**src/rtl/core/slps_pkg.sv**
```systemverilog
// Shared types, mode codes, colors and scaling constants of the status LED sequencer.
// No dependencies; imported by every other file in rtl/core.
package slps_pkg;

	// widths of the transfer fields
	localparam int MODE_W    = 5;
	localparam int TIMEOUT_W = 24;
	localparam int BLINK_W   = 15;
	localparam int BEEP_W    = 2;
	localparam int LAMP_W    = 3;
	localparam int BTICK_W   = 8;
	localparam int ESTEP_W   = 5;

	// tick length and error cycle length
	localparam int TICK_MS     = 100;
	localparam int ERROR_STEPS = 20;

	// elapsed time is kept in ticks; one count above the limit stands for the saturated value
	localparam longint unsigned ELAPSED_MAX = (64'd1 << TIMEOUT_W) - 64'd1;
	localparam longint unsigned EL_LIMIT    = ELAPSED_MAX / TICK_MS;
	localparam longint unsigned EL_SAT      = EL_LIMIT + 64'd1;
	localparam int TICK_CNT_W = $clog2(EL_SAT + 64'd1);

	// exact divide by TICK_MS through a rounded-up reciprocal
	localparam int TICK_LOG = $clog2(TICK_MS);
	localparam int TMO_SHIFT = TIMEOUT_W + TICK_LOG;
	localparam int TMO_RECIP_W = TIMEOUT_W + 1;
	localparam longint unsigned TMO_RECIP = ((64'd1 << TMO_SHIFT) + TICK_MS - 1) / TICK_MS;
	localparam int BLK_SHIFT = BLINK_W + TICK_LOG;
	localparam int BLK_RECIP_W = BLINK_W + 1;
	localparam longint unsigned BLK_RECIP = ((64'd1 << BLK_SHIFT) + TICK_MS - 1) / TICK_MS;
	localparam int BLK_Q_W = BLINK_W + BLK_RECIP_W - BLK_SHIFT;

	// request codes
	localparam logic REQ_TICK = 1'b0;
	localparam logic REQ_SET  = 1'b1;

	// mode codes
	localparam logic [MODE_W-1:0] MODE_OFF         = 5'd0;
	localparam logic [MODE_W-1:0] MODE_GENERAL     = 5'd1;
	localparam logic [MODE_W-1:0] MODE_NORMAL      = 5'd2;
	localparam logic [MODE_W-1:0] MODE_DIAG_COMM   = 5'd3;
	localparam logic [MODE_W-1:0] MODE_REC_COMM    = 5'd4;
	localparam logic [MODE_W-1:0] MODE_NOTIFY      = 5'd5;
	localparam logic [MODE_W-1:0] MODE_RADIO_SCAN  = 5'd6;
	localparam logic [MODE_W-1:0] MODE_SEC_ERROR   = 5'd7;
	localparam logic [MODE_W-1:0] MODE_SRV_CONN    = 5'd8;
	localparam logic [MODE_W-1:0] MODE_SRV_SCAN    = 5'd9;
	localparam logic [MODE_W-1:0] MODE_SRV_TIMEOUT = 5'd10;
	localparam logic [MODE_W-1:0] MODE_NO_LINK     = 5'd11;
	localparam logic [MODE_W-1:0] MODE_NO_SERVER   = 5'd12;
	localparam logic [MODE_W-1:0] MODE_REPROG_ERR  = 5'd13;
	localparam logic [MODE_W-1:0] MODE_REPROG_DONE = 5'd14;
	localparam logic [MODE_W-1:0] MODE_REC_READY   = 5'd15;
	localparam logic [MODE_W-1:0] MODE_REC_TRIG    = 5'd16;
	localparam logic [MODE_W-1:0] MODE_REC_FAIL    = 5'd17;
	localparam logic [MODE_W-1:0] MODE_SIG_STRONG  = 5'd18;
	localparam logic [MODE_W-1:0] MODE_SIG_MEDIUM  = 5'd19;
	localparam logic [MODE_W-1:0] MODE_SIG_WEAK    = 5'd20;

	// lamp colors: bit0 red, bit1 green, bit2 blue
	localparam logic [LAMP_W-1:0] C_OFF    = 3'd0;
	localparam logic [LAMP_W-1:0] C_RED    = 3'd1;
	localparam logic [LAMP_W-1:0] C_GREEN  = 3'd2;
	localparam logic [LAMP_W-1:0] C_YELLOW = 3'd3;
	localparam logic [LAMP_W-1:0] C_BLUE   = 3'd4;
	localparam logic [LAMP_W-1:0] C_WHITE  = 3'd7;

	// beep requests
	localparam logic [BEEP_W-1:0] BEEP_NONE  = 2'd0;
	localparam logic [BEEP_W-1:0] BEEP_TWO   = 2'd2;
	localparam logic [BEEP_W-1:0] BEEP_THREE = 2'd3;

	// item after scaling, held in the input stage
	typedef struct packed {
		logic                  req_type;
		logic [MODE_W-1:0]     new_mode;
		logic [TICK_CNT_W-1:0] tmo_ticks;
		logic [BTICK_W-1:0]    blink_ticks;
		logic                  server_link;
		logic                  radio_link;
		logic                  inside_app;
	} item_t;

	// sequencer state
	typedef struct packed {
		logic [MODE_W-1:0]     mode;
		logic [TICK_CNT_W-1:0] tmo;
		logic [BTICK_W-1:0]    blink_ticks;
		logic [BTICK_W-1:0]    blink_cnt;
		logic [TICK_CNT_W-1:0] elapsed;
		logic [ESTEP_W-1:0]    err_step;
		logic                  scan_ph;
		logic                  srv_scan_ph;
		logic [LAMP_W-1:0]     lamp;
	} state_t;

	// one result
	typedef struct packed {
		logic [LAMP_W-1:0] lamp;
		logic [BEEP_W-1:0] beep;
		logic [MODE_W-1:0] mode;
	} result_t;

	// link fallback: lamp and mode
	typedef struct packed {
		logic [LAMP_W-1:0] lamp;
		logic [MODE_W-1:0] mode;
	} fallback_t;

	function automatic logic [LAMP_W-1:0] idle_color(input logic in_app);
		return in_app ? C_YELLOW : C_GREEN;
	endfunction

	function automatic fallback_t link_fallback(input logic server, input logic radio,
			input logic in_app);
		fallback_t fb;
		if (server) begin
			fb.lamp = C_BLUE;
			fb.mode = MODE_SRV_CONN;
		end else if (radio) begin
			fb.lamp = idle_color(in_app);
			fb.mode = MODE_NORMAL;
		end else begin
			fb.lamp = C_WHITE;
			fb.mode = MODE_GENERAL;
		end
		return fb;
	endfunction

endpackage

```
**src/rtl/core/slps_scale.sv**
```systemverilog
// Converts timeout and blink half period from milliseconds to ticks.
// Depends on slps_pkg; constant reciprocal multiply, no divider.
module slps_scale import slps_pkg::*; (
	input  logic [TIMEOUT_W-1:0]  timeout_ms,
	input  logic [BLINK_W-1:0]    blink_ms,
	output logic [TICK_CNT_W-1:0] tmo_ticks,
	output logic [BTICK_W-1:0]    blink_ticks
);

	localparam int TMO_PROD_W = TIMEOUT_W + TMO_RECIP_W;
	localparam int BLK_PROD_W = BLINK_W + BLK_RECIP_W;

	logic [TMO_PROD_W-1:0] tmo_prod;
	logic [BLK_PROD_W-1:0] blk_prod;
	logic [BLK_Q_W-1:0]    blk_q;

	// floor(x / TICK_MS) exactly for every input value
	assign tmo_prod = TMO_PROD_W'(timeout_ms) * TMO_PROD_W'(TMO_RECIP);
	assign blk_prod = BLK_PROD_W'(blink_ms) * BLK_PROD_W'(BLK_RECIP);

	assign tmo_ticks = tmo_prod[TMO_SHIFT +: TICK_CNT_W];
	assign blk_q     = blk_prod[BLK_SHIFT +: BLK_Q_W];

	// blink period saturates at 8 bits
	assign blink_ticks = (blk_q > BLK_Q_W'({BTICK_W{1'b1}})) ? {BTICK_W{1'b1}}
		: blk_q[BTICK_W-1:0];

endmodule

```
**config.mk**
```make
export PLATFORM = sky130hd
export DESIGN_NAME = slps_scale
export DESIGN_NICKNAME = d
export VERILOG_FILES = /design/src/rtl/core/slps_pkg.sv /design/src/rtl/core/slps_scale.sv
export SDC_FILE = /design/constraint.sdc
export NUM_CORES = 1
export LEC_CHECK = 0
export ABC_AREA = 1
export BUFFER_PORTS_ARGS = -buffer_cell sky130_fd_sc_hd__buf_2
export CAP_MARGIN = 20
export CELL_PAD_IN_SITES_DETAIL_PLACEMENT = 0
export CELL_PAD_IN_SITES_GLOBAL_PLACEMENT = 2
export CORE_UTILIZATION = 43
export DETAILED_ROUTE_END_ITERATION = 7
export PLACE_DENSITY = 0.94
export SETUP_SLACK_MARGIN = 0.05
export SYNTH_ARGS = -nofsm -noshare
export SYNTH_HDL_FRONTEND = slang
export SYNTH_SLANG_ARGS = --single-unit
```
**constraint.sdc**
```tcl
create_clock -name vclk -period 8.9
set_input_delay 0 -clock vclk [all_inputs]
set_output_delay 0 -clock vclk [all_outputs]
set_load 0.005 [all_outputs]
```
-- Word-level counts from Yosys, hierarchy flattened
Cells that the tools add are included.
- bits in registers: 0
- logic and storage cells: 4
- multiply operators: 2
- magnitude comparators: 1
- multiplexer cells: 1
- operators with widths (kind ; number):
    $mul A24 B25 Y49 const B ; 1
    $mul A15 B13 Y28 const B ; 1
    $gt A9 B8 Y1 const B ; 1
    $mux W8 ; 1

-- Logic depth before layout (Yosys ltp)
- depth after elaboration: 3
- depth in mapped cells: 28
- depth with buffers taken out: 28

-- Worst setup path after synthesis
Ideal clock, no wire load.
- path type: input to output
- start point: input timeout_ms[7]
- end point: output tmo_ticks[10]
- data arrival time: 4786 ps
- setup slack: 4114 ps
- stages: 24
- buffers on the path: 0
- cells stage by stage: inv_1 -> fa_1 -> inv_1 -> fa_1 -> inv_1 -> fa_1 -> inv_1 -> fa_1 -> fa_1 -> fa_1 -> inv_1 -> fa_1 -> inv_1 -> ha_1 -> nand2_1 -> nor2_1 -> inv_1 -> nor3_1 -> nand2_1 -> nand2_1 -> nand2_1 -> nand3_1 -> nand2_1 -> nand2_1
- longest elaborated chain between the ends: 1
- ends and longest elaborated chain (item ; line ; RTL):
    from (decl) ; slps_scale.sv:4 ; input logic [TIMEOUT_W-1:0] timeout_ms,
    $mul A24 B25 Y49 ; slps_scale.sv:18 ; assign tmo_prod = TMO_PROD_W'(timeout_ms) * TMO_PROD_W'(TMO_RECIP);
    to (decl) ; slps_scale.sv:6 ; output logic [TICK_CNT_W-1:0] tmo_ticks,
Every way passes these cells.

-- Worst setup path in the final report
- start point: input timeout_ms[7]
- end point: output tmo_ticks[0]
Same word-level chain as after synthesis.

==> impl_metrics.env <==
export IMPL_status="finished, final reports clean"
export IMPL_yosysUniqueCellTypes=25
export IMPL_seq_cells=0
export IMPL_final_common_cell="inv_1"
export IMPL_wl_mm=41.1
export IMPL_start_kind="input pin"
export IMPL_max_freq_mhz=170
export IMPL_fin_area_um2=16100
export IMPL_grt_pass1_wl_mm=67.0
export IMPL_worst_setup_path_end_kind="output port"
export IMPL_required_ns=8.90
export IMPL_diodes=0
export IMPL_setup_viol_count_final=0
export IMPL_syn2layout_area_growth_pct=5.89
export IMPL_layout_nets=2680
export IMPL_criticalPathCategory="input pin to output port"
export IMPL_worst_pin_slew_ns=0.611
export IMPL_viasPerCell=4.83
export IMPL_grt_antenna_before_repair=0
export IMPL_grt_pass1_vias=12600
export IMPL_die_h_um=190
export IMPL_final_cell_mix="inv_1 (593), nand2_1 (440), ha_1 (350)"
export IMPL_synth_seq_area_share=0
export IMPL_cp_buffers_inverters=10
export IMPL_grt_util_met3=0.0227
export IMPL_cts_setup_buffers=0
export IMPL_die_area_um2=36100
export IMPL_syn_num_nets=2613
export IMPL_yosysTopAreaCell="fa_1"
export IMPL_die_x_um=190
export IMPL_critPathMaxFanout=8
export IMPL_drive_gt1_frac=0.0416
export IMPL_cap_violations=0
export IMPL_fin_crit_ns=5.88
export IMPL_core_area_um2=34600
export IMPL_wl_per_cell_um=16.6
export IMPL_post_route_period_util=0.661
export IMPL_cts_hold_buffers=0
export IMPL_hold_viol=0
export IMPL_grt_busiest_layer="met2"
export IMPL_setup_tns_ns=0
export IMPL_start_util=0.439
export IMPL_synth_top_area_share=0.355
export IMPL_rows=68
export IMPL_grt_util_all_layers=0.240
export IMPL_slew_headroom=0.592
export IMPL_numPortBuffers=65
export IMPL_syn_inst=1955
export IMPL_grt_start_max_net_pins=11
export IMPL_drt_pass1_iterations=4
export IMPL_grt_util_met1=0.354
export IMPL_use_met2=0.385
export IMPL_crit_family="adder cells"
export IMPL_synth_area_top_cells="fa_1 (35%), ha_1 (29%), inv_1 (15%)"
export IMPL_seqCellArea_um2=0
export IMPL_clock_buffers=0
export IMPL_utilization=0.465
export IMPL_max_stage_delay_ns=0.53
export IMPL_io_pins=65
export IMPL_vias=12000
export IMPL_ys_warn_count=0
export IMPL_ctsResizeCount=0
export IMPL_overflow=0
export IMPL_dpl_hpwl_mm=38.5
export IMPL_drv_slew=0
export IMPL_hold_path_class="input pin to output port"
export IMPL_netlist_area_um2=15200
export IMPL_worstPathArrival_ns=5.88
export IMPL_rsz0062_at_grt="no"
export IMPL_cp_slowest_cell="fa_1"
export IMPL_place_area_um2=16100
export IMPL_place_congestion=0.968
export IMPL_drt_antenna_violating_nets=0
export IMPL_first_iter_violations=689
export IMPL_syn_avg_cell_area_um2=7.77
export IMPL_crit_top_cell="inv_1"
export IMPL_drc=0
==> metal layers <==
layer / wire (um) / vias to the layer above
met1: 19900 / 5690
met4: 706 / 0
li1: - / 5973
met5: 0 / -
met3: 2040 / 31
met2: 18400 / 261
==> final timing paths <==
path                    endpoint  cells past startpoint  slack [ns]     startpoint
setup / recovery    tmo_ticks[0]                     25        3.02  timeout_ms[7]
hold / removal    blink_ticks[2]                      9        1.00    blink_ms[2]
==> cells in the mapped netlist, types with 4 or more instances <==
master / instances
o21bai_1: 11
nand2_1: 440
nor3_2: 5
fa_1: 269
nor2_1: 99
or2_2: 4
ha_1: 350
nor2_2: 9
inv_1: 593
nor3_1: 11
nand4_1: 24
a21oi_1: 53
xor2_1: 5
o21ai_0: 10
nand3_1: 58
==> through the flow <==
| stage | setup slack, ns | instances | hold WS (ns) |
|---|---|---|---|
| after global placement | 3.07 | 2475 | 0.986 |
| after detailed placement | 3.07 | 2475 | 0.975 |
| after floorplan | 4.11 | 1955 | 0.509 |
| after global routing | 2.75 | 2475 | 1.04 |
| after CTS | 3.03 | 2475 | 0.981 |
| final | 3.02 | 2475 | 1.00 |
==> cell type report <==
cell class / instances / area (um2)
repair buffers: 65 / 325
multi-input cells: 1362 / 13000
inverters: 593 / 2230
well taps: 455 / 569
fillers: 3513 / 18500
==> cell families (layout without fill, tap and decap cells) <==
family,after synthesis,after routing,share of synthesized area
simple gates,656,656,0.177
buf+inv,593,658,0.147
xor+xnor,8,8,0.00461
compound gates,79,79,0.0287
fa+ha+maj,619,619,0.643
Power is left out: the tool's default activity adds up to more than one toggle a clock period on the data nets, which glitch-free logic cannot reach.
