$ cat src/rtl/core/slps_pkg.sv
// Shared types, mode codes, colors and scaling constants of the status LED sequencer.
// No dependencies; imported by every other file in rtl/core.
package slps_pkg;

	// widths of the transfer fields
	localparam int MODE_W    = 5;
	localparam int TIMEOUT_W = 24;
	localparam int BLINK_W   = 15;
	localparam int BEEP_W    = 2;
	localparam int LAMP_W    = 3;
	localparam int BTICK_W   = 8;
	localparam int ESTEP_W   = 5;

	// tick length and error cycle length
	localparam int TICK_MS     = 100;
	localparam int ERROR_STEPS = 20;

	// elapsed time is kept in ticks; one count above the limit stands for the saturated value
	localparam longint unsigned ELAPSED_MAX = (64'd1 << TIMEOUT_W) - 64'd1;
	localparam longint unsigned EL_LIMIT    = ELAPSED_MAX / TICK_MS;
	localparam longint unsigned EL_SAT      = EL_LIMIT + 64'd1;
	localparam int TICK_CNT_W = $clog2(EL_SAT + 64'd1);

	// exact divide by TICK_MS through a rounded-up reciprocal
	localparam int TICK_LOG = $clog2(TICK_MS);
	localparam int TMO_SHIFT = TIMEOUT_W + TICK_LOG;
	localparam int TMO_RECIP_W = TIMEOUT_W + 1;
	localparam longint unsigned TMO_RECIP = ((64'd1 << TMO_SHIFT) + TICK_MS - 1) / TICK_MS;
	localparam int BLK_SHIFT = BLINK_W + TICK_LOG;
	localparam int BLK_RECIP_W = BLINK_W + 1;
	localparam longint unsigned BLK_RECIP = ((64'd1 << BLK_SHIFT) + TICK_MS - 1) / TICK_MS;
	localparam int BLK_Q_W = BLINK_W + BLK_RECIP_W - BLK_SHIFT;

	// request codes
	localparam logic REQ_TICK = 1'b0;
	localparam logic REQ_SET  = 1'b1;

	// mode codes
	localparam logic [MODE_W-1:0] MODE_OFF         = 5'd0;
	localparam logic [MODE_W-1:0] MODE_GENERAL     = 5'd1;
	localparam logic [MODE_W-1:0] MODE_NORMAL      = 5'd2;
	localparam logic [MODE_W-1:0] MODE_DIAG_COMM   = 5'd3;
	localparam logic [MODE_W-1:0] MODE_REC_COMM    = 5'd4;
	localparam logic [MODE_W-1:0] MODE_NOTIFY      = 5'd5;
	localparam logic [MODE_W-1:0] MODE_RADIO_SCAN  = 5'd6;
	localparam logic [MODE_W-1:0] MODE_SEC_ERROR   = 5'd7;
	localparam logic [MODE_W-1:0] MODE_SRV_CONN    = 5'd8;
	localparam logic [MODE_W-1:0] MODE_SRV_SCAN    = 5'd9;
	localparam logic [MODE_W-1:0] MODE_SRV_TIMEOUT = 5'd10;
	localparam logic [MODE_W-1:0] MODE_NO_LINK     = 5'd11;
	localparam logic [MODE_W-1:0] MODE_NO_SERVER   = 5'd12;
	localparam logic [MODE_W-1:0] MODE_REPROG_ERR  = 5'd13;
	localparam logic [MODE_W-1:0] MODE_REPROG_DONE = 5'd14;
	localparam logic [MODE_W-1:0] MODE_REC_READY   = 5'd15;
	localparam logic [MODE_W-1:0] MODE_REC_TRIG    = 5'd16;
	localparam logic [MODE_W-1:0] MODE_REC_FAIL    = 5'd17;
	localparam logic [MODE_W-1:0] MODE_SIG_STRONG  = 5'd18;
	localparam logic [MODE_W-1:0] MODE_SIG_MEDIUM  = 5'd19;
	localparam logic [MODE_W-1:0] MODE_SIG_WEAK    = 5'd20;

	// lamp colors: bit0 red, bit1 green, bit2 blue
	localparam logic [LAMP_W-1:0] C_OFF    = 3'd0;
	localparam logic [LAMP_W-1:0] C_RED    = 3'd1;
	localparam logic [LAMP_W-1:0] C_GREEN  = 3'd2;
	localparam logic [LAMP_W-1:0] C_YELLOW = 3'd3;
	localparam logic [LAMP_W-1:0] C_BLUE   = 3'd4;
	localparam logic [LAMP_W-1:0] C_WHITE  = 3'd7;

	// beep requests
	localparam logic [BEEP_W-1:0] BEEP_NONE  = 2'd0;
	localparam logic [BEEP_W-1:0] BEEP_TWO   = 2'd2;
	localparam logic [BEEP_W-1:0] BEEP_THREE = 2'd3;

	// item after scaling, held in the input stage
	typedef struct packed {
		logic                  req_type;
		logic [MODE_W-1:0]     new_mode;
		logic [TICK_CNT_W-1:0] tmo_ticks;
		logic [BTICK_W-1:0]    blink_ticks;
		logic                  server_link;
		logic                  radio_link;
		logic                  inside_app;
	} item_t;

	// sequencer state
	typedef struct packed {
		logic [MODE_W-1:0]     mode;
		logic [TICK_CNT_W-1:0] tmo;
		logic [BTICK_W-1:0]    blink_ticks;
		logic [BTICK_W-1:0]    blink_cnt;
		logic [TICK_CNT_W-1:0] elapsed;
		logic [ESTEP_W-1:0]    err_step;
		logic                  scan_ph;
		logic                  srv_scan_ph;
		logic [LAMP_W-1:0]     lamp;
	} state_t;

	// one result
	typedef struct packed {
		logic [LAMP_W-1:0] lamp;
		logic [BEEP_W-1:0] beep;
		logic [MODE_W-1:0] mode;
	} result_t;

	// link fallback: lamp and mode
	typedef struct packed {
		logic [LAMP_W-1:0] lamp;
		logic [MODE_W-1:0] mode;
	} fallback_t;

	function automatic logic [LAMP_W-1:0] idle_color(input logic in_app);
		return in_app ? C_YELLOW : C_GREEN;
	endfunction

	function automatic fallback_t link_fallback(input logic server, input logic radio,
			input logic in_app);
		fallback_t fb;
		if (server) begin
			fb.lamp = C_BLUE;
			fb.mode = MODE_SRV_CONN;
		end else if (radio) begin
			fb.lamp = idle_color(in_app);
			fb.mode = MODE_NORMAL;
		end else begin
			fb.lamp = C_WHITE;
			fb.mode = MODE_GENERAL;
		end
		return fb;
	endfunction

endpackage

$ cat src/rtl/core/slps_rule.sv
// Next-state and result logic for one item: set-mode command or one tick of the mode rule.
// Depends on slps_pkg.
module slps_rule import slps_pkg::*; (
	input  state_t  st,
	input  item_t   item,
	output state_t  ns,
	output result_t res
);

	logic [BTICK_W-1:0]    cnt_inc;
	logic                  due;
	logic [BTICK_W-1:0]    cnt_blink;
	logic [TICK_CNT_W-1:0] el_next;
	logic                  tmo_hit;
	logic [ESTEP_W:0]      err_next;
	logic [LAMP_W-1:0]     err_lamp;
	logic [BEEP_W-1:0]     beep;
	fallback_t             fb;

	// blink counter advance
	assign cnt_inc   = st.blink_cnt + BTICK_W'(1);
	assign due       = (cnt_inc >= st.blink_ticks);
	assign cnt_blink = due ? '0 : cnt_inc;

	// elapsed ticks, saturating
	assign el_next = (st.elapsed >= TICK_CNT_W'(EL_LIMIT)) ? TICK_CNT_W'(EL_SAT)
		: st.elapsed + TICK_CNT_W'(1);
	assign tmo_hit = (el_next >= st.tmo);

	assign fb = link_fallback(item.server_link, item.radio_link, item.inside_app);

	// error cycle color
	assign err_next = {1'b0, st.err_step} + (ESTEP_W+1)'(1);
	always_comb begin
		case (err_next[1:0])
			2'd1:    err_lamp = C_RED;
			2'd2:    err_lamp = C_GREEN;
			2'd3:    err_lamp = C_BLUE;
			default: err_lamp = C_YELLOW;
		endcase
	end

	always_comb begin
		ns   = st;
		beep = BEEP_NONE;
		if (item.req_type == REQ_SET) begin
			ns.mode        = item.new_mode;
			ns.tmo         = item.tmo_ticks;
			ns.blink_ticks = item.blink_ticks;
			ns.elapsed     = '0;
		end else begin
			ns.elapsed = el_next;
			case (st.mode) inside
				MODE_OFF: begin
					ns.lamp      = C_OFF;
					ns.blink_cnt = '0;
				end
				MODE_GENERAL: begin
					ns.lamp      = st.lamp | C_WHITE;
					ns.blink_cnt = '0;
				end
				MODE_NORMAL: begin
					ns.lamp      = st.lamp | idle_color(item.inside_app);
					ns.blink_cnt = '0;
				end
				MODE_DIAG_COMM, MODE_REC_COMM, MODE_RADIO_SCAN, MODE_SRV_SCAN: begin
					ns.blink_cnt = cnt_blink;
					if (due) begin
						if (st.mode == MODE_DIAG_COMM) begin
							ns.lamp = st.lamp ^ (item.server_link ? C_BLUE : C_GREEN);
						end else if (st.mode == MODE_REC_COMM) begin
							ns.lamp = st.lamp ^ C_YELLOW;
						end else if (st.mode == MODE_RADIO_SCAN) begin
							if (!st.scan_ph) begin
								ns.lamp = (st.lamp | C_RED) & ~C_BLUE;
							end else begin
								ns.lamp = (st.lamp & ~C_RED) | C_BLUE;
							end
							ns.scan_ph = !st.scan_ph;
						end else begin
							ns.lamp        = st.srv_scan_ph ? C_YELLOW : C_BLUE;
							ns.srv_scan_ph = !st.srv_scan_ph;
						end
					end
					if (tmo_hit) begin
						ns.lamp      = fb.lamp;
						ns.mode      = fb.mode;
						ns.blink_cnt = '0;
					end
				end
				MODE_NOTIFY, MODE_SRV_TIMEOUT, MODE_NO_LINK, MODE_NO_SERVER: begin
					ns.blink_cnt = cnt_blink;
					if (due) begin
						ns.lamp = st.lamp ^ ((st.mode == MODE_NOTIFY || st.mode == MODE_NO_LINK)
							? C_RED : C_YELLOW);
					end
					if (tmo_hit) begin
						beep       = (st.mode == MODE_SRV_TIMEOUT) ? BEEP_TWO : BEEP_THREE;
						ns.elapsed = '0;
					end
				end
				MODE_SEC_ERROR: begin
					ns.blink_cnt = cnt_blink;
					if (due) begin
						ns.lamp = err_lamp;
						if (err_next > (ESTEP_W+1)'(ERROR_STEPS)) begin
							ns.err_step = '0;
							ns.lamp     = fb.lamp;
							ns.mode     = fb.mode;
						end else begin
							ns.err_step = err_next[ESTEP_W-1:0];
						end
					end
					if (tmo_hit) begin
						beep       = BEEP_THREE;
						ns.elapsed = '0;
					end
				end
				MODE_SRV_CONN: begin
					ns.lamp      = st.lamp | C_BLUE;
					ns.blink_cnt = '0;
				end
				MODE_REPROG_ERR: begin
					ns.lamp      = st.lamp | C_RED;
					ns.blink_cnt = '0;
				end
				MODE_REPROG_DONE: begin
					ns.lamp = st.lamp | (item.server_link ? C_BLUE
						: (item.radio_link ? C_GREEN : C_WHITE));
					ns.blink_cnt = '0;
				end
				MODE_REC_READY: begin
					ns.lamp      = st.lamp | C_YELLOW;
					ns.blink_cnt = '0;
				end
				MODE_REC_TRIG: begin
					ns.blink_cnt = cnt_blink;
					if (due) begin
						ns.lamp = st.lamp ^ C_YELLOW;
					end
					// a zero timeout never ends the trigger mode
					if (st.tmo != '0 && tmo_hit) begin
						ns.lamp      = C_YELLOW;
						ns.blink_cnt = '0;
						ns.mode      = MODE_REC_READY;
					end
				end
				MODE_REC_FAIL: begin
					ns.blink_cnt = cnt_blink;
					if (due) begin
						ns.lamp = st.lamp ^ C_RED;
					end
					if (tmo_hit) begin
						ns.lamp      = C_OFF;
						ns.blink_cnt = '0;
						ns.mode      = MODE_OFF;
					end
				end
				MODE_SIG_STRONG, MODE_SIG_MEDIUM, MODE_SIG_WEAK: begin
					ns.blink_cnt = cnt_blink;
					if (due) begin
						ns.lamp = st.lamp ^ ((st.mode == MODE_SIG_STRONG) ? C_BLUE
							: (st.mode == MODE_SIG_MEDIUM) ? C_YELLOW : C_WHITE);
					end
					if (tmo_hit) begin
						ns.lamp      = C_BLUE;
						ns.blink_cnt = '0;
						ns.mode      = MODE_SRV_CONN;
					end
				end
				default: begin
					// unnamed modes: link fallback on timeout
					if (tmo_hit) begin
						ns.lamp    = fb.lamp;
						ns.mode    = fb.mode;
						ns.elapsed = '0;
					end
				end
			endcase
		end
	end

	assign res.lamp = ns.lamp;
	assign res.beep = beep;
	assign res.mode = ns.mode;

endmodule

$ cat config.mk
export PLATFORM = sky130hd
export DESIGN_NAME = slps_rule
export DESIGN_NICKNAME = d
export VERILOG_FILES = /design/src/rtl/core/slps_pkg.sv /design/src/rtl/core/slps_rule.sv
export SDC_FILE = /design/constraint.sdc
export NUM_CORES = 1
export LEC_CHECK = 0
export ABC_CLOCK_PERIOD_IN_PS = 8000
export BUFFER_PORTS_ARGS = -buffer_cell sky130_fd_sc_hd__buf_2
export CAP_MARGIN = 20
export CORE_MARGIN = 10
export CORE_UTILIZATION = 53
export DETAILED_ROUTE_END_ITERATION = 8
export MAX_ROUTING_LAYER = met4
export PLACE_DENSITY = 0.95
export SLEW_MARGIN = 20
export SYNTH_ARGS = -nofsm -noshare
export SYNTH_HDL_FRONTEND = slang
export SYNTH_SLANG_ARGS = --single-unit
$ cat constraint.sdc
create_clock -name vclk -period 8
set_input_delay 1.2 -clock vclk [all_inputs]
set_output_delay 1.2 -clock vclk [all_outputs]
set_load 0.01 [all_outputs]
# Word-level counts from Yosys, hierarchy flattened
# Cells that the tools add are included.
[op_classes]
addsub = 3
n_mul = 0
div = 0
n_lt_le_gt_ge = 4
eq_ne = 23
shift = 0
n_mux = 121
n_bitwise = 7
reduce_logical = 9
[op_table]
columns = ["op", "n"]
rows = [
  ["$mux W18", 16],
  ["$mux W8", 19],
  ["$mux W5", 29],
  ["$mux W3", 32],
  ["$eq A5 B4 Y1 const B", 8],
  ["$mux W2", 17],
  ["$mux W26", 1],
  ["$eq A5 B5 Y1 const B", 5],
  ["$eq A5 B3 Y1 const B", 4],
  ["$add A18 B1 Y18 const B", 1],
  ["$ge A18 B18 Y1", 1],
  ["$ge A18 B18 Y1 const B", 1],
  ["$reduce_bool A18 Y1", 1],
  ["$eq A5 B2 Y1 const B", 2],
  ["$mux W10", 1],
  ["$pmux W3 S3", 1],
  ["$add A8 B1 Y8 const B", 1],
  ["$ge A8 B8 Y1", 1],
  ["$reduce_or A4 Y1", 2],
  ["$add A5 B1 Y6 const B", 1],
  ["$gt A6 B5 Y1 const B", 1],
  ["$xor A3 B3 Y3", 2],
  ["$eq A5 B1 Y1 const B", 1],
  ["$logic_not A5 Y1", 1],
  ["12 further kinds", 18],
]
[word_totals]
reg_bits = 0
latch_bits = 0
ramBits = 0
romBits = 0
input_bits = 102
output_inout_bits = 77
wordCells = 167
memories = 0

# Logic depth before layout (Yosys ltp)
# Gate-level depths: netlist of the first run.
[depth]
ltp_word = 20
depth_mapped = 20

# Worst setup path after synthesis of the first run
# OpenSTA, ideal clock, no wires.
[synth_path]
path_kind = "in2out"
startpoint = "input st[14] (netlist name)"
endpoint = "output res[8] (netlist name)"
arrival_time_ns = 4.964
t_required_ns = 6.800
path_slack_ns = 1.836
cell_stages = 18
path_cell_list = "and3_1 -> o21a_1 -> o21ai_0 -> a21oi_1 -> o21ai_1 -> clkbuf_1 -> nand2_1 -> ha_1 -> a211oi_2 -> nor2_1 -> or4_4 -> or2_0 -> buf_2 -> clkbuf_1 -> a32oi_1 -> a21oi_1 -> a211oi_1 -> buf_4"
[synth_lines]
columns = ["item", "line", "rtl"]
rows = [
  ["start: declaration", "slps_rule.sv:4", "input state_t st,"],
  ["end: declaration", "slps_rule.sv:7", "output result_t res"],
]

==> qor.txt, run 1 <==
status -> completed
fin util -> 66.8%
RSZ-0062 raised after global routing -> no
post-route insts no fill -> 853
Compound-Gate Fraction of Synth Area -> 36.7%
placer congestion estimate -> 1.06
Via density -> 6.37
pin count of the biggest net entering global routing -> 48
xor/xnor share of the synthesized area -> 7.00%
main combinational cell family by area after synthesis -> compound AO/OA/AOI/OAI gates
grt ovf -> 0
drt total wl -> 16.0 mm
synthesized instance count -> 630
post-synthesis sequential area ratio -> 0%
Max-Cap Viols -> 0
fin nets -> 911
Pleak -> 2.16 nW
layout cell share with drive strength beyond 1 -> 25.9%
clk_buf instances -> 0
WHS Path Cells -> 4
Avg WL per Cell -> 18.8 µm
Cell Rows -> 30
Seq. cell area -> 0 µm²
dpl cells -> 853
global-route wire length before repair -> 24.4 mm
Worst Path Arrival -> 5730 ps
Buf+Inv Stages, Crit Path -> 2
Die Area -> 10600 µm²
Die Width -> 103 µm
initial antenna violation count -> 0
Ys Warns -> 0
total track usage -> 28.5%
Peak Freq -> 144 MHz
Pwr Total -> 0.309 mW
Seq Cell Count -> 0
largest cells by area after synthesis -> ha_1 12%, o21ai_0 10%, nand2_1 9.4%
hold_buf cts -> 0
Commonest cells post-synth -> 91 x nand2_1, 73 x o21ai_0, 61 x a21oi_1
Post-CTS Setup Inserts -> 0
Post-Syn Area -> 3630 µm²
CP max stage cell -> nor2b_1
simple-gate share of the synthesized area -> 32.8%
DRT iter0 DRCs -> 485
Chip Height -> 103 µm
crit path to -> ns[30]
crit path max fanout -> 17
Max VDD drop -> 39.8 µV
fill count -> 633
PwrDens -> 68.8 nW/µm²
CP Cell Sequence -> buf_2 > and3_1 > o21a_1 > o21ai_0 > a21oi_1 > nor2_1 > nor2b_1 > nor2_1 > ha_1 > nand2b_1 > a211oi_1 > nor3_1 > o31a_1 > or2_0 > maj3_2 > o32a_4 > o221ai_2 > o2bb2ai_1 > buf_2
mean post-synth cell area -> 5.76 µm²
# resized after CTS -> 0
max_slew headroom -> 42.3%
Synth area leader -> ha_1
final setup fails -> 0
Initial Util -> 54.0%
Final HPWL DP -> 13.0 mm
Max Slew Vio Count -> 0
number of global-route vias before repair -> 5043
Critical Path RT -> 6800 ps
I/O pins -> 179
Synth Net Count -> 766
vias -> 5430
setup TNS -> 0 ps
diode count -> 0
Hold Path Class -> in2out
top-count cell post-synth -> nand2_1
DRC errors left -> 0
Crit Path Class -> in2out
Post-DRT Antenna Nets -> 0
drt first pass iters -> 7
Crit. End Element -> primary output
Hold Vio Cnt, Final -> 0
post-synthesis adder-cell area fraction -> 12.0%
Crit path depth -> 19
Placeable Area -> 6720 µm²
area delta synth->final -> 23.7%
crit share post-route -> 86.7%
crit path launch -> st[13]
critical path's largest stage delay -> 640 ps
Slew @ Worst Pin -> 866 ps
multiplexer area fraction after synthesis -> 1.48%
minimum clock period -> 6930 ps
distinct cell type count after synthesis -> 62
PortBufs -> 179
top cell type's share of synthesized area -> 11.7%
CP top delay family -> simple AND/OR/NAND/NOR gates
Worst setup SP type -> primary input
metrics by stage:
step | setup slack [ps] | cell area (µm²) | hold slack [ps]
after floorplan | 1840 | 3630 | 2480
after global placement | 1250 | 4490 | 2690
after detailed placement | 1090 | 4490 | 2690
after CTS | 1100 | 4490 | 2690
after global routing | 610 | 4490 | 2710
final | 1070 | 4490 | 2690
cells by family (layout without fill, tap and decap cells):
| logic type | Yosys count | after routing |
|---|---|---|
| AO/OA/AOI/OAI | 217 | 217 |
| AND/OR/NAND/NOR | 257 | 257 |
| buffers and inverters | 87 | 230 |
| multiplexers | 5 | 5 |
| XOR/XNOR | 29 | 29 |
| adder cells (fa/ha/maj) | 35 | 35 |
area by class of cell:
class | instances | area (µm²) | share of cell area, %
Inverter | 43 | 161 | 3.59
Multi-Input combinational cell | 543 | 3270 | 72.9
Tap cell | 80 | 100 | 2.23
Timing Repair Buffer | 187 | 956 | 21.3
power by group:
part	switching, mW	internal, mW	total (mW)
logic	0.191	0.118	0.309
clock network	0	0	0
registers	0	0	0
total	0.191	0.118	0.309
layer usage:
layer  up-vias  track usage [%]  wire length [µm]
li1       2561                -                 -
met1      2406             33.4              6100
met2       417             49.0              7580
met3        46             3.89              1810
met4         0             9.84               520
met5         -                -                 0
placed cells by master, fill, tap and decap left out, types with 3 or more instances in the layout:
cell       synthesis  final
a311oi_1           3      3
nor2b_1           11     11
inv_1             42     42
nand2b_1           7      7
nor3_1            28     28
a22oi_1            3      3
and3_1             4      4
nand2_1           91     91
o31a_1             3      3
nand4_1            9      9
and2_1             5      5
nor2_1            57     57
ha_1              34     34
nand3_1           24     24
a21oi_1           61     61
a221oi_1           4      4
o31ai_1            8      7
o2111ai_1          3      3
o21ai_0           73     73
buf_2              2    179
a211oi_1           6      6
buf_4              9      8
xnor2_1           14     14
nor3b_1            5      5
nor4_1             6      6
o21a_1             8      8
mux2_2             3      3
a31oi_1           12     12
o211ai_1           7      7
xor2_1            15     15
how the worst min path moves through the flow:
| stage | slack (ps) | from | to |
|---|---|---|---|
| 2_1_floorplan | 2480 | st[3] | ns[3] |
| 6_report | 2690 | item[23] | ns[56] |
| 3_3_place_gp | 2690 | item[21] | ns[54] |
| 4_1_cts | 2690 | item[23] | ns[56] |
| 5_1_grt | 2710 | item[5] | ns[38] |
| 3_5_place_dp | 2690 | item[23] | ns[56] |
Note: power is estimated with default switching activity, not from simulation.
==> inputs of run 2 (changes only) <==
--- a/config.mk
+++ b/config.mk
@@ -5,14 +5,13 @@
 export SDC_FILE = /design/constraint.sdc
 export NUM_CORES = 1
 export LEC_CHECK = 0
-export ABC_CLOCK_PERIOD_IN_PS = 8000
 export BUFFER_PORTS_ARGS = -buffer_cell sky130_fd_sc_hd__buf_2
 export CAP_MARGIN = 20
 export CORE_MARGIN = 10
-export CORE_UTILIZATION = 53
+export CORE_UTILIZATION = 45
 export DETAILED_ROUTE_END_ITERATION = 8
 export MAX_ROUTING_LAYER = met4
-export PLACE_DENSITY = 0.95
+export PLACE_DENSITY = 0.92
 export SLEW_MARGIN = 20
 export SYNTH_ARGS = -nofsm -noshare
 export SYNTH_HDL_FRONTEND = slang
==> constraint.sdc (replaced) <==
create_clock -name vclk -period 6.2
set_input_delay 0.93 -clock vclk [all_inputs]
set_output_delay 0.93 -clock vclk [all_outputs]
set_load 0.01 [all_outputs]
==> qor.txt, run 2 (synthesis gave the netlist of run 1 again) <==
status -> completed (unchanged)
Pleak -> 2.17 nW (was 2.16 nW)
final worst slack -> 524 ps (was 1070 ps)
Buf+Inv Stages, Crit Path -> 3 (was 2)
vias -> 5351 (was 5430)
total track usage -> 24.2% (was 28.5%)
pin count of the biggest net entering global routing -> 55 (was 48)
combinational power share -> 100.0% (about the same)
hold_buf cts -> 0 (unchanged)
Psw -> 0.246 mW (was 0.191 mW)
DRT iter0 DRCs -> 737 (was 485)
I/O pins -> 179 (unchanged)
diode count -> 0 (unchanged)
drt first pass iters -> 5 (was 7)
Power Internal -> 0.154 mW (was 0.118 mW)
RSZ-0062 raised after global routing -> no (unchanged)
fin nets -> 913 (was 911)
crit share post-route -> 91.5%
Slew @ Worst Pin -> 738 ps (was 866 ps)
max_slew headroom -> 50.8% (was 42.3%)
Die Area -> 12100 µm² (was 10600 µm²)
worst hold slack -> 2150 ps (was 2690 ps)
Initial Util -> 46.5% (was 54.0%)
Hold Vio Cnt, Final -> 0 (unchanged)
Cell Rows -> 32 (was 30)
Die Width -> 110 µm (was 103 µm)
CP Cell Sequence -> buf_2 > and3_1 > o21a_1 > o21ai_0 > a21oi_1 > o21ai_1 > buf_4 > nand2_1 > ha_1 > a211oi_2 > nor2_1 > or4_4 > o21ai_0 > nand3_1 > o32a_4 > o221ai_2 > o2bb2ai_1 > buf_2 (was buf_2 > and3_1 > o21a_1 > o21ai_0 > a21oi_1 > nor2_1 > nor2b_1 > nor2_1 > ha_1 > nand2b_1 > a211oi_1 > nor3_1 > o31a_1 > or2_0 > maj3_2 > o32a_4 > o221ai_2 > o2bb2ai_1 > buf_2)
final setup fails -> 0 (unchanged)
DP Worst Slack -> 574 ps (was 1090 ps)
most frequent cells in the layout -> 179 x buf_2, 91 x nand2_1, 73 x o21ai_0 (unchanged)
Hold Startpoint -> item[5] (was item[23])
Seq. cell area -> 0 µm² (unchanged)
Crit Path Class -> in2out (unchanged)
CP top delay family -> compound AO/OA/AOI/OAI gates (was simple AND/OR/NAND/NOR gates)
Crit path depth -> 18 (was 19)
crit path launch -> st[13] (unchanged)
minimum clock period -> 5680 ps
global-route wire length before repair -> 24.2 mm (was 24.4 mm)
crit path max fanout -> 18 (was 17)
Chip Height -> 110 µm (was 103 µm)
grt ovf -> 0 (unchanged)
drt total wl -> 15.6 mm (was 16.0 mm)
critical path's largest stage delay -> 540 ps (was 640 ps)
DRC errors left -> 0 (unchanged)
Placeable Area -> 7810 µm² (was 6720 µm²)
PwrDens -> 88.1 nW/µm² (was 68.8 nW/µm²)
Max Slew Vio Count -> 0 (unchanged)
PortBufs -> 179 (unchanged)
setup TNS -> 0 ps (unchanged)
Worst setup SP type -> primary input (unchanged)
Hold Path Class -> in2out (unchanged)
Max VDD drop -> 40.9 µV (was 39.8 µV)
commonest non-fill, non-tap cell in the layout -> buf_2 (unchanged)
clk_buf instances -> 0 (unchanged)
Worst Path Arrival -> 4750 ps (was 5730 ps)
Critical Path RT -> 5270 ps (was 6800 ps)
Post-CTS Setup Inserts -> 0 (unchanged)
sequential share of power -> 0% (about the same)
Avg WL per Cell -> 17.8 µm (was 18.8 µm)
Max-Cap Viols -> 0 (unchanged)
Via density -> 6.10 (was 6.37)
Clk network pwr share -> 0% (about the same)
Seq Cell Count -> 0 (unchanged)
initial antenna violation count -> 0 (unchanged)
Peak Freq -> 176 MHz
Crit. End Element -> primary output (unchanged)
placer congestion estimate -> 1.05 (was 1.06)
WHS Path Cells -> 4 (unchanged)
number of global-route vias before repair -> 5089 (was 5043)
Final HPWL DP -> 12.7 mm (was 13.0 mm)
layout cell share with drive strength beyond 1 -> 26.2% (was 25.9%)
# resized after CTS -> 0 (unchanged)
CP max stage cell -> or4_4 (was nor2b_1)
Post-DRT Antenna Nets -> 0 (unchanged)
area delta synth->final -> 24.9% (was 23.7%)
switching share of power -> 61.6% (was 61.9%)
==> run 2: cell types whose count changed in the layout (fill, tap and decap cells not counted) <==
| cell | delta |
|---|---|
| buf_4 | +2 |
| o21ai_2 | +1 |
| o21ai_1 | -1 |
==> run 2: final timing paths <==
kind | end | slack, ps
max | ns[30] | 520
min | ns[38] | 2150
==> run 2: routing by layer <==
metal	share of wire, %	vias up	global-route usage [%]	wire (µm)
met4	3.0	0	7.06	471
met2	46	382	39.4	7200
met5	0	-	-	0
met1	40	2344	30.7	6180
li1	-	2562	-	-
met3	11	63	2.93	1760
==> run 2: final cells by class <==
class / instances / area (µm²)
multi-input cells: 543 / 3280
repair buffers: 189 / 971
fillers: 806 / 3270
well taps: 102 / 128
inverters: 43 / 161
==> run 2: per-stage QoR <==
stage	area (µm²)	std cells	utilization (%)	total power [mW]
final	4540	877	58.1	0.400
after global routing	4540	877	58.1	0.441
after CTS	4530	877	58.1	0.392
after detailed placement	4530	877	58.1	0.390
after global placement	4530	877	58.1	0.387
after floorplan	3630	630	-	0.247
==> run 2: power by group through the flow <==
| stage | Sequential, mW | Clock (mW) | Combinational (mW) |
|---|---|---|---|
| 2_1_floorplan | 0 | 0 | 0.247 |
| 3_3_place_gp | 0 | 0 | 0.387 |
| 3_5_place_dp | 0 | 0 | 0.390 |
| 4_1_cts | 0 | 0 | 0.392 |
| 5_1_grt | 0 | 0 | 0.441 |
| 6_report | 0 | 0 | 0.400 |
==> inputs of run 3 (changes only) <==
==> constraint.sdc (replaced) <==
create_clock -name vclk -period 4.7
set_input_delay 0.705 -clock vclk [all_inputs]
set_output_delay 0.705 -clock vclk [all_outputs]
set_load 0.01 [all_outputs]
==> qor.txt, run 3 (synthesis gave the netlist of run 1 again) <==
status -> finished, violations left (was completed)
failing checks -> setup timing
diode count -> 0 (unchanged)
CP top delay family -> simple AND/OR/NAND/NOR gates (was compound AO/OA/AOI/OAI gates)
global-route wire length before repair -> 25.8 mm (was 24.2 mm)
vias -> 5878 (was 5351)
Avg WL per Cell -> 19.2 µm (was 17.8 µm)
CP max stage cell -> or4_4 (unchanged)
Seq Cell Count -> 0 (unchanged)
Worst setup SP type -> primary input (unchanged)
Max VDD drop -> 61.3 µV (was 40.9 µV)
commonest non-fill, non-tap cell in the layout -> buf_2 (unchanged)
clk_buf instances -> 0 (unchanged)
Pleak -> 2.61 nW (was 2.17 nW)
fin util -> 71.9% (was 58.1%)
Critical Path RT -> 3990 ps (was 5270 ps)
Chip Height -> 110 µm (unchanged)
CP Cell Sequence -> buf_2 > and4_4 > nand4_1 > buf_4 > nor3_2 > xnor2_1 > nor2_4 > ha_4 > o21ai_1 > nor2_1 > or4_4 > or2_4 > maj3_2 > o32a_4 > o221ai_2 > o2bb2ai_2 > buf_2 (was buf_2 > and3_1 > o21a_1 > o21ai_0 > a21oi_1 > o21ai_1 > buf_4 > nand2_1 > ha_1 > a211oi_2 > nor2_1 > or4_4 > o21ai_0 > nand3_1 > o32a_4 > o221ai_2 > o2bb2ai_1 > buf_2)
drt first pass iters -> 7 (was 5)
initial antenna violation count -> 0 (unchanged)
Top Usage Layer GRT -> met2 (unchanged)
Buf+Inv Stages, Crit Path -> 3 (unchanged)
Die Width -> 110 µm (unchanged)
placer congestion estimate -> 1.04 (was 1.05)
Initial Util -> 46.5% (unchanged)
met1 Use GR -> 31.2% (was 30.7%)
Final HPWL DP -> 13.5 mm (was 12.7 mm)
PortBufs -> 179 (unchanged)
DP Worst Slack -> -321 ps (was 574 ps)
final std cell area, no fill -> 5610 µm² (was 4540 µm²)
total track usage -> 26.2% (was 24.2%)
minimum clock period -> 4940 ps
Crit Path Class -> in2out (unchanged)
drt total wl -> 18.1 mm (was 15.6 mm)
DRT iter0 DRCs -> 708 (was 737)
Cell Rows -> 32 (unchanged)
Seq. cell area -> 0 µm² (unchanged)
PwrDens -> 121 nW/µm² (was 88.1 nW/µm²)
DRC errors left -> 0 (unchanged)
Peak Freq -> 202 MHz
fill count -> 656 (was 806)
area delta synth->final -> 54.5% (was 24.9%)
Post-DRT Antenna Nets -> 0 (unchanged)
most used cell, CP -> buf_2
crit share post-route -> 105%
M2 GR Usage -> 43.1% (was 39.4%)
crit path max fanout -> 4 (was 18)
Multi-input gate area -> 3760 µm² (was 3280 µm²)
Worst Path Arrival -> 4240 ps (was 4750 ps)
dpl cells -> 927 (was 877)
Via density -> 6.22 (was 6.10)
Placeable Area -> 7810 µm² (unchanged)
setup TNS -> -1790 ps (was 0 ps)
Max-Cap Viols -> 0 (unchanged)
grt ovf -> 0 (unchanged)
layout cell share with drive strength beyond 1 -> 41.9% (was 26.2%)
final worst slack -> -243 ps (was 524 ps)
RSZ-0062 raised after global routing -> yes (was no)
WHS Path Cells -> 4 (unchanged)
number of global-route vias before repair -> 5383 (was 5089)
Max Slew Vio Count -> 0 (unchanged)
Hold Startpoint -> item[4] (was item[5])
crit path launch -> st[18] (was st[13])
Hold Path Class -> in2out (unchanged)
DP Area -> 4950 µm² (was 4530 µm²)
GRT met3 Usage -> 4.27% (was 2.93%)
Worst Hold Path EP -> ns[37] (was ns[38])
final setup fails -> 20 (was 0)
most frequent cells in the layout -> 176 x buf_2, 85 x nand2_1, 66 x buf_4 (was 179 x buf_2, 91 x nand2_1, 73 x o21ai_0)
fin nets -> 981 (was 913)
critical path's largest stage delay -> 540 ps (about the same)
max_slew headroom -> 23.9% (was 50.8%)
Hold Vio Cnt, Final -> 0 (unchanged)
pin count of the biggest net entering global routing -> 54 (was 55)
Slew @ Worst Pin -> 1130 ps (was 738 ps)
Crit. End Element -> primary output (unchanged)
I/O pins -> 179 (unchanged)
post-route insts no fill -> 945 (was 877)
Die Area -> 12100 µm² (unchanged)
-- run 3: cell count changes in the layout (fill, tap and decap cells not counted), sizes merged --
cell	delta
buf	+68
-- run 3: cell type report --
cell class	instances	area share (%)
tap	102	2.27
timing repair buffer	257	27.8
multi-input combinational	543	67.1
inverter	43	2.88
-- run 3: worst max-delay path by stage --
stage                     endpoint  slack [ps]  cells past startpoint
after global placement      ns[30]        -170                     20
after global routing        ns[30]        -380                     17
final                       ns[30]        -240                     17
after floorplan             ns[30]        -100                     17
after detailed placement    ns[30]        -320                     20
after CTS                   ns[30]        -150                     19
-- run 3: timing repair --
item                                    4_1_cts  5_1_grt
endpoints found under the setup margin       22       26
pin swaps                                    13       36
buffers inserted                              8       10
resized for setup                            25       95
gates cloned                                  0        0
hold endpoints to repair                      0        0
hold buffers                                  0        0
-- run 3: per-stage QoR --
stage	power, mW	hold WS, ps
2_1_floorplan	0.334	1490
3_3_place_gp	0.549	1700
3_5_place_dp	0.559	1700
4_1_cts	0.580	1700
5_1_grt	0.731	1720
6_report	0.678	1700
-- run 3: power breakdown --
group          total (mW)  internal, mW  switching, mW
Combinational       0.678         0.289          0.389
Clock                   0             0              0
Sequential              0             0              0
-- run 3: layer usage --
| layer | vias up | wire [µm] | part of all wire [%] |
|---|---|---|---|
| met2 | 425 | 8590 | 47 |
| met5 | - | 0 | 0 |
| met1 | 2639 | 6500 | 36 |
| met3 | 118 | 2040 | 11 |
| li1 | 2696 | - | - |
| met4 | 0 | 975 | 5.4 |
